===== src/rtl/core/rsst_pkg.sv =====
// Package for the range-sum segment tree.
// Holds shared constants, command codes and the result record type; no dependencies.
package rsst_pkg;

    localparam int LEAF_COUNT_DEF = 1024;
    localparam int SUM_W          = 32;

    localparam logic CMD_ASSIGN = 1'b0;
    localparam logic CMD_QUERY  = 1'b1;

    typedef struct packed {
        logic signed [SUM_W-1:0] sum;
        logic                    error;
    } res_t;

endpackage


===== src/rtl/core/rsst_seq.sv =====
// Sequencer and shared adder for the segment tree: clear pass, leaf assign with
// ancestor update, and bottom-up range query. Depends on rsst_pkg and drives rsst_ram.
module rsst_seq #(
    parameter int LEAF_COUNT = rsst_pkg::LEAF_COUNT_DEF
) (
    input  logic                                 clk,
    input  logic                                 rst_n,
    input  logic                                 clr_req,
    input  logic [$clog2(LEAF_COUNT):0]          terms,
    input  logic                                 in_valid,
    output logic                                 in_ready,
    input  logic                                 in_command,
    input  logic [$clog2(LEAF_COUNT)-1:0]        in_first,
    input  logic [$clog2(LEAF_COUNT)-1:0]        in_last,
    input  logic [rsst_pkg::SUM_W-1:0]           in_value,
    input  logic                                 res_free,
    output logic                                 res_valid,
    output rsst_pkg::res_t                       res,
    output logic                                 ram_we,
    output logic [$clog2(LEAF_COUNT):0]          ram_waddr,
    output logic [rsst_pkg::SUM_W-1:0]           ram_wdata,
    output logic [$clog2(LEAF_COUNT):0]          ram_raddr,
    input  logic [rsst_pkg::SUM_W-1:0]           ram_rdata
);
    import rsst_pkg::*;

    localparam int IDX_W  = $clog2(LEAF_COUNT);
    localparam int NODE_W = IDX_W + 1;
    localparam int PTR_W  = NODE_W + 1;
    localparam int CFG_W  = IDX_W + 1;
    localparam int DEPTH  = 2 * LEAF_COUNT;

    localparam logic [2:0] ST_CLR   = 3'd0;
    localparam logic [2:0] ST_IDLE  = 3'd1;
    localparam logic [2:0] ST_ALEAF = 3'd2;
    localparam logic [2:0] ST_AUP   = 3'd3;
    localparam logic [2:0] ST_QL    = 3'd4;
    localparam logic [2:0] ST_QR    = 3'd5;

    logic [2:0]        state_reg, state_next;
    logic [NODE_W-1:0] clr_cnt_reg, clr_cnt_next;
    logic [NODE_W-1:0] k_reg, k_next;
    logic [PTR_W-1:0]  l_reg, l_next;
    logic [PTR_W-1:0]  r_reg, r_next;
    logic [SUM_W-1:0]  acc_reg, acc_next;
    logic              pend_reg, pend_next;
    logic              err_reg, err_next;

    logic [SUM_W-1:0]  add_b;
    logic [SUM_W-1:0]  add_sum;
    logic [NODE_W-1:0] k_up;
    logic [NODE_W-1:0] leaf_k;
    logic [PTR_W-1:0]  l_start;
    logic [PTR_W-1:0]  r_start;
    logic              q_err;
    logic              asg_ok;

    assign add_b   = (state_reg == ST_AUP || pend_reg) ? ram_rdata : '0;
    assign add_sum = acc_reg + add_b;
    assign k_up    = k_reg >> 1;
    assign leaf_k  = NODE_W'(in_first) + NODE_W'(terms);
    assign l_start = PTR_W'(in_first) + PTR_W'(terms);
    assign r_start = PTR_W'(in_last) + PTR_W'(terms) + PTR_W'(1);
    assign q_err   = (CFG_W'(in_last) >= terms) || (in_first > in_last);
    assign asg_ok  = CFG_W'(in_first) < terms;
    assign in_ready = (state_reg == ST_IDLE);

    always_comb begin
        state_next   = state_reg;
        clr_cnt_next = clr_cnt_reg;
        k_next       = k_reg;
        l_next       = l_reg;
        r_next       = r_reg;
        acc_next     = acc_reg;
        pend_next    = 1'b0;
        err_next     = err_reg;
        ram_we       = 1'b0;
        ram_waddr    = k_reg;
        ram_wdata    = acc_reg;
        ram_raddr    = '0;
        res_valid    = 1'b0;
        res.sum      = add_sum;
        res.error    = err_reg;

        case (state_reg)
            ST_CLR: begin
                ram_we       = 1'b1;
                ram_waddr    = clr_cnt_reg;
                ram_wdata    = '0;
                clr_cnt_next = clr_cnt_reg + NODE_W'(1);
                if (clr_cnt_reg == NODE_W'(DEPTH - 1)) begin
                    state_next = ST_IDLE;
                end
            end
            ST_IDLE: begin
                if (in_valid) begin
                    if (in_command == CMD_QUERY) begin
                        acc_next   = '0;
                        err_next   = q_err;
                        l_next     = q_err ? '0 : l_start;
                        r_next     = q_err ? '0 : r_start;
                        state_next = ST_QL;
                    end else if (asg_ok) begin
                        k_next     = leaf_k;
                        acc_next   = in_value;
                        state_next = ST_ALEAF;
                    end
                end
            end
            ST_ALEAF: begin
                ram_we     = 1'b1;
                ram_waddr  = k_reg;
                ram_wdata  = acc_reg;
                ram_raddr  = k_reg ^ NODE_W'(1);
                state_next = (k_reg == NODE_W'(1)) ? ST_IDLE : ST_AUP;
            end
            ST_AUP: begin
                ram_we    = 1'b1;
                ram_waddr = k_up;
                ram_wdata = add_sum;
                acc_next  = add_sum;
                k_next    = k_up;
                ram_raddr = k_up ^ NODE_W'(1);
                if (k_up == NODE_W'(1)) begin
                    state_next = ST_IDLE;
                end
            end
            ST_QL: begin
                acc_next = add_sum;
                if (l_reg < r_reg) begin
                    if (l_reg[0]) begin
                        ram_raddr = l_reg[NODE_W-1:0];
                        pend_next = 1'b1;
                        l_next    = l_reg + PTR_W'(1);
                    end
                    state_next = ST_QR;
                end else if (res_free) begin
                    res_valid  = 1'b1;
                    state_next = ST_IDLE;
                end
            end
            ST_QR: begin
                acc_next = add_sum;
                if (r_reg[0]) begin
                    ram_raddr = {r_reg[NODE_W-1:1], 1'b0};
                    pend_next = 1'b1;
                end
                l_next     = l_reg >> 1;
                r_next     = r_reg >> 1;
                state_next = ST_QL;
            end
            default: begin
                state_next = ST_CLR;
            end
        endcase

        if (clr_req) begin
            state_next   = ST_CLR;
            clr_cnt_next = '0;
            pend_next    = 1'b0;
        end
    end

    always_ff @(posedge clk) begin
        if (!rst_n) begin
            state_reg   <= ST_CLR;
            clr_cnt_reg <= '0;
            pend_reg    <= 1'b0;
        end else begin
            state_reg   <= state_next;
            clr_cnt_reg <= clr_cnt_next;
            pend_reg    <= pend_next;
        end
    end

    always_ff @(posedge clk) begin
        k_reg   <= k_next;
        l_reg   <= l_next;
        r_reg   <= r_next;
        acc_reg <= acc_next;
        err_reg <= err_next;
    end

endmodule


===== config.mk =====
export PLATFORM = sky130hd
export DESIGN_NAME = rsst_seq
export DESIGN_NICKNAME = d
export VERILOG_FILES = /design/src/rtl/core/rsst_pkg.sv /design/src/rtl/core/rsst_seq.sv
export SDC_FILE = /design/constraint.sdc
export NUM_CORES = 1
export LEC_CHECK = 0
export BUFFER_PORTS_ARGS = -buffer_cell sky130_fd_sc_hd__clkbuf_2
export CORE_MARGIN = 2
export CORE_UTILIZATION = 58
export CTS_BUF_LIST = sky130_fd_sc_hd__clkbuf_2
export CTS_CLUSTER_SIZE = 20
export DETAILED_ROUTE_END_ITERATION = 10
export GPL_TIMING_DRIVEN = 0
export PLACE_DENSITY = 0.95
export SLEW_MARGIN = 20
export SYNTH_ARGS = -nofsm -noshare
export SYNTH_HDL_FRONTEND = slang
export SYNTH_SLANG_ARGS = --single-unit

===== constraint.sdc =====
create_clock -name clk -period 5.7 [get_ports clk]
set_input_delay 0.57 -clock clk [delete_from_list [all_inputs] [get_ports clk]]
set_output_delay 0.57 -clock clk [all_outputs]
set_load 0.05 [all_outputs]

==> metrics.md <==
| Metric | Value |
|---|---|
| Combinational family with the most area after synthesis | compound AO/OA/AOI/OAI gates |
| Core area | between 10000 and 15000 um^2 |
| Multi-input logic area | between 5000 and 6000 um^2 |
| WHS | between 0.1 and 0.15 ns |
| Fin. Hold Viols | 0 |
| Final slew viol count | 0 |
| Final net count | ~1.5k |
| Total CTS buffers | 9 |
| Count of flip-flops with a built-in enable after synthesis | about 70 |
| Tot GR Track Use | 0.347 |
| Crit start category | flip-flop |
| Clock tree sinks | 83 |
| TritonCTS clock tree | built |
| Layout cells sized above 1 | 0.195 |
| Worst-case reg-to-reg path depth | 17 |
| CTS max path bufs | 2 |
| Critical path endpoint category | primary output |
| Fin area | slightly below 10000 um^2 |
| Avg Inst Size Synth | 8.07 um^2 |
| Site row count | 44 |
| Total power | 1240 uW |
| DP Area | about 9800 um^2 |
| Drt drc | 0 |
| Mapped cell area | ~8500 um^2 |
| Clock skew | approximately 0.053 ns |
| Leakage power | 0.00448 uW |
| Hold depth | 3 |
| Vias per inst | 6.38 |
| Vias | 9262 |
| Drt total wl | 27800 um |
| Final TNS setup | 0 ns |
| Initial core utilization | 0.591 |
| Cts hold-fix bufs | 0 |
| DIE HEIGHT | ~130 um |
| Worst skew pair latency | 0.65 ns |
| Crit Path Category | flip-flop to primary output |
| Status | completed |
| Seq/Total Area, Yosys | 0.275 |
| Area leader, netlist | edfxtp_1 |
| Crit path max fanout | 10 |
| CP required | just over 5 ns |
| H-tree depth | 3 |
| Period minus WS final | 5.58 ns |
| Worst-path clk slew | approximately 0.26 ns |
| Synth Net Count | 1255 |
| Final period utilization | 0.979 |
| Syn Inst Count | ~1.1k |
| Complex-gate fraction of the synthesized area | 0.254 |
| Initial antenna violation count | 1 |
| First-pass DRT Iterations | 7 |
| Synth Area in Adders | 0.146 |
| Synth top area share | 0.240 |
| Layout Area Growth over Synthesis | 16.7% |
| Pwr Density | between 100 and 150 nW/um^2 |
| Antenna Nets Post-Route | 0 |
| FF/Latch Area | ~2300 um^2 |
| Xor and xnor area share after synthesis | 0.0647 |
| GR Overflow Total | 0 |
| Worst IR drop on VDD | 86.2 uV |
| Max FFs per register | 32 |
| Fmax | approximately 0.18 GHz |
| Pin count of the biggest net entering global routing | 24 |
| Post-Synth Simple-Gate Area | 0.202 |
| Rel. slew slack | 0.286 |
| # setup viols final | 0 |
| Synth cell count leaders | 138 x nand2_1, 95 x ha_1, 84 x a21oi_1 |
| I/O Pins | 191 |
| Wire per inst | 19.1 um |
| Die area | about 16000 um^2 |
| Max-cap violations | 0 |
| Measured slew at the worst slew-check pin | between 1 and 1.5 ns |
| Most area-consuming cells after synthesis | edfxtp_1 24%, ha_1 14%, nand2_1 6.1% |
| Fraction of registers with async set/reset | 0 |
| Chip width | 125 um |
| Buffers on Ports | 190 |
| Synth Warn # | 0 |
| DR iter-0 viols | 1185 |
| Count leader, synth | nand2_1 |
| Netlist cell types | between 60 and 70 |
| #FFs+latches synth | between 80 and 90 |
| Fillers | roughly 1.2k |
| Vias in the first global route | between 8k and 9k |
| Mux cell area share after synthesis | 0.00117 |
| Hold/Removal Path Class | input port to flip-flop |
| First-pass GRT wire length | between 40000 and 50000 um |
| Post-layout util | 0.690 |
| GPL Wtd Cong | slightly below 1 |
| Ys flop type | edfxtp_1 |
| Critical Path AT | ~5.0 ns |
| Clk Tree Root Cell | clkbuf_2 |
| DP HPWL | ~22000 um |
==> repair_timing <==
item                                   in CTS  in global routing
gates cloned                                0                  0
buffers inserted                            0                  2
gates resized for setup                     6                 15
setup endpoints to repair                  29                 36
pin swaps                                   0                  1
endpoints found under the hold margin       0                  0
==> worst max-delay path: stages (launching register included) <==
cell	delay, ns
dfxtp_1	0.43
clkbuf_4	0.23
clkinvlp_4	0.14
and3_1	0.19
clkbuf_1	0.23
nor2_4	0.20
clkbuf_4	0.25
nor2b_1	0.08
ha_1	0.28
clkbuf_2	0.18
a21oi_1	0.25
o21ai_0	0.18
o21a_1	0.21
a311oi_1	0.39
o31ai_4	0.19
a31o_2	0.28
xnor2_1	0.25
o21ai_0	0.13
clkbuf_2	0.27
==> cell families after synthesis <==
family                   count (synthesis)
AO/OA/AOI/OAI                          323
XOR/XNOR                                63
adder cells (fa/ha/maj)                 98
buffers and inverters                  124
flip-flops                              83
multiplexers                             1
AND/OR/NAND/NOR                        364
==> final cells by class <==
| cell class | count | share of cell area |
|---|---|---|
| clock buffers | 10 | 0.00503 |
| flip-flops and latches | 83 | 0.235 |
| clock inverters | 6 | 0.00428 |
| plain buffers | 55 | 0.0239 |
| inverters | 69 | 0.0264 |
| multi-input cells | 849 | 0.581 |
| diodes | 1 | 0.000252 |
| repair buffers | 194 | 0.101 |
| well taps | 184 | 0.0231 |
==> power by group <==
group / leakage (uW) / internal, uW / switching, uW
combinational: 0.00369 / 122 / 159
sequential: 0.000739 / 669 / 0.848
clock: 0.0000579 / 58.9 / 235
==> worst paths after layout <==
path / start / end / slack, ns
setup / recovery: state_reg[2] / ram_wdata[29] / 0.12
hold / removal: rst_n / clr_cnt_reg[8] / 0.15
setup reg to reg: state_reg[2] / acc_reg[29] / 1.35
hold reg to reg: clr_cnt_reg[10] / clr_cnt_reg[10] / 0.56
==> through the flow <==
step | setup WS [ns] | std cells
floorplan | 0.684 | 1056
global placement | 0.449 | 1430
detailed placement | 0.303 | 1431
CTS | 0.0150 | 1447
global route | -0.0161 | 1451
finish | 0.118 | 1451
==> metal layers <==
layer,routed length [um],GRT usage
met1,10800,0.450
met2,12900,0.573
met3,2880,0.0501
met4,1110,0.166
met5,0,0
==> placed cells by master (no fill, tap or decap), drive strengths merged, types with 15 or more instances in the layout <==
master / count
clkbuf: 245
nand2: 138
ha: 95
a21oi: 87
nor2: 73
inv: 68
edfxtp: 68
o21ai: 66
xnor2: 42
nor2b: 39
nand3: 28
a22o: 27
a21o: 26
xor2: 21
o31ai: 17
nand4: 16
nor3: 16
and3: 15
dfxtp: 15
No activity file was read; power rests on OpenSTA's default activity.
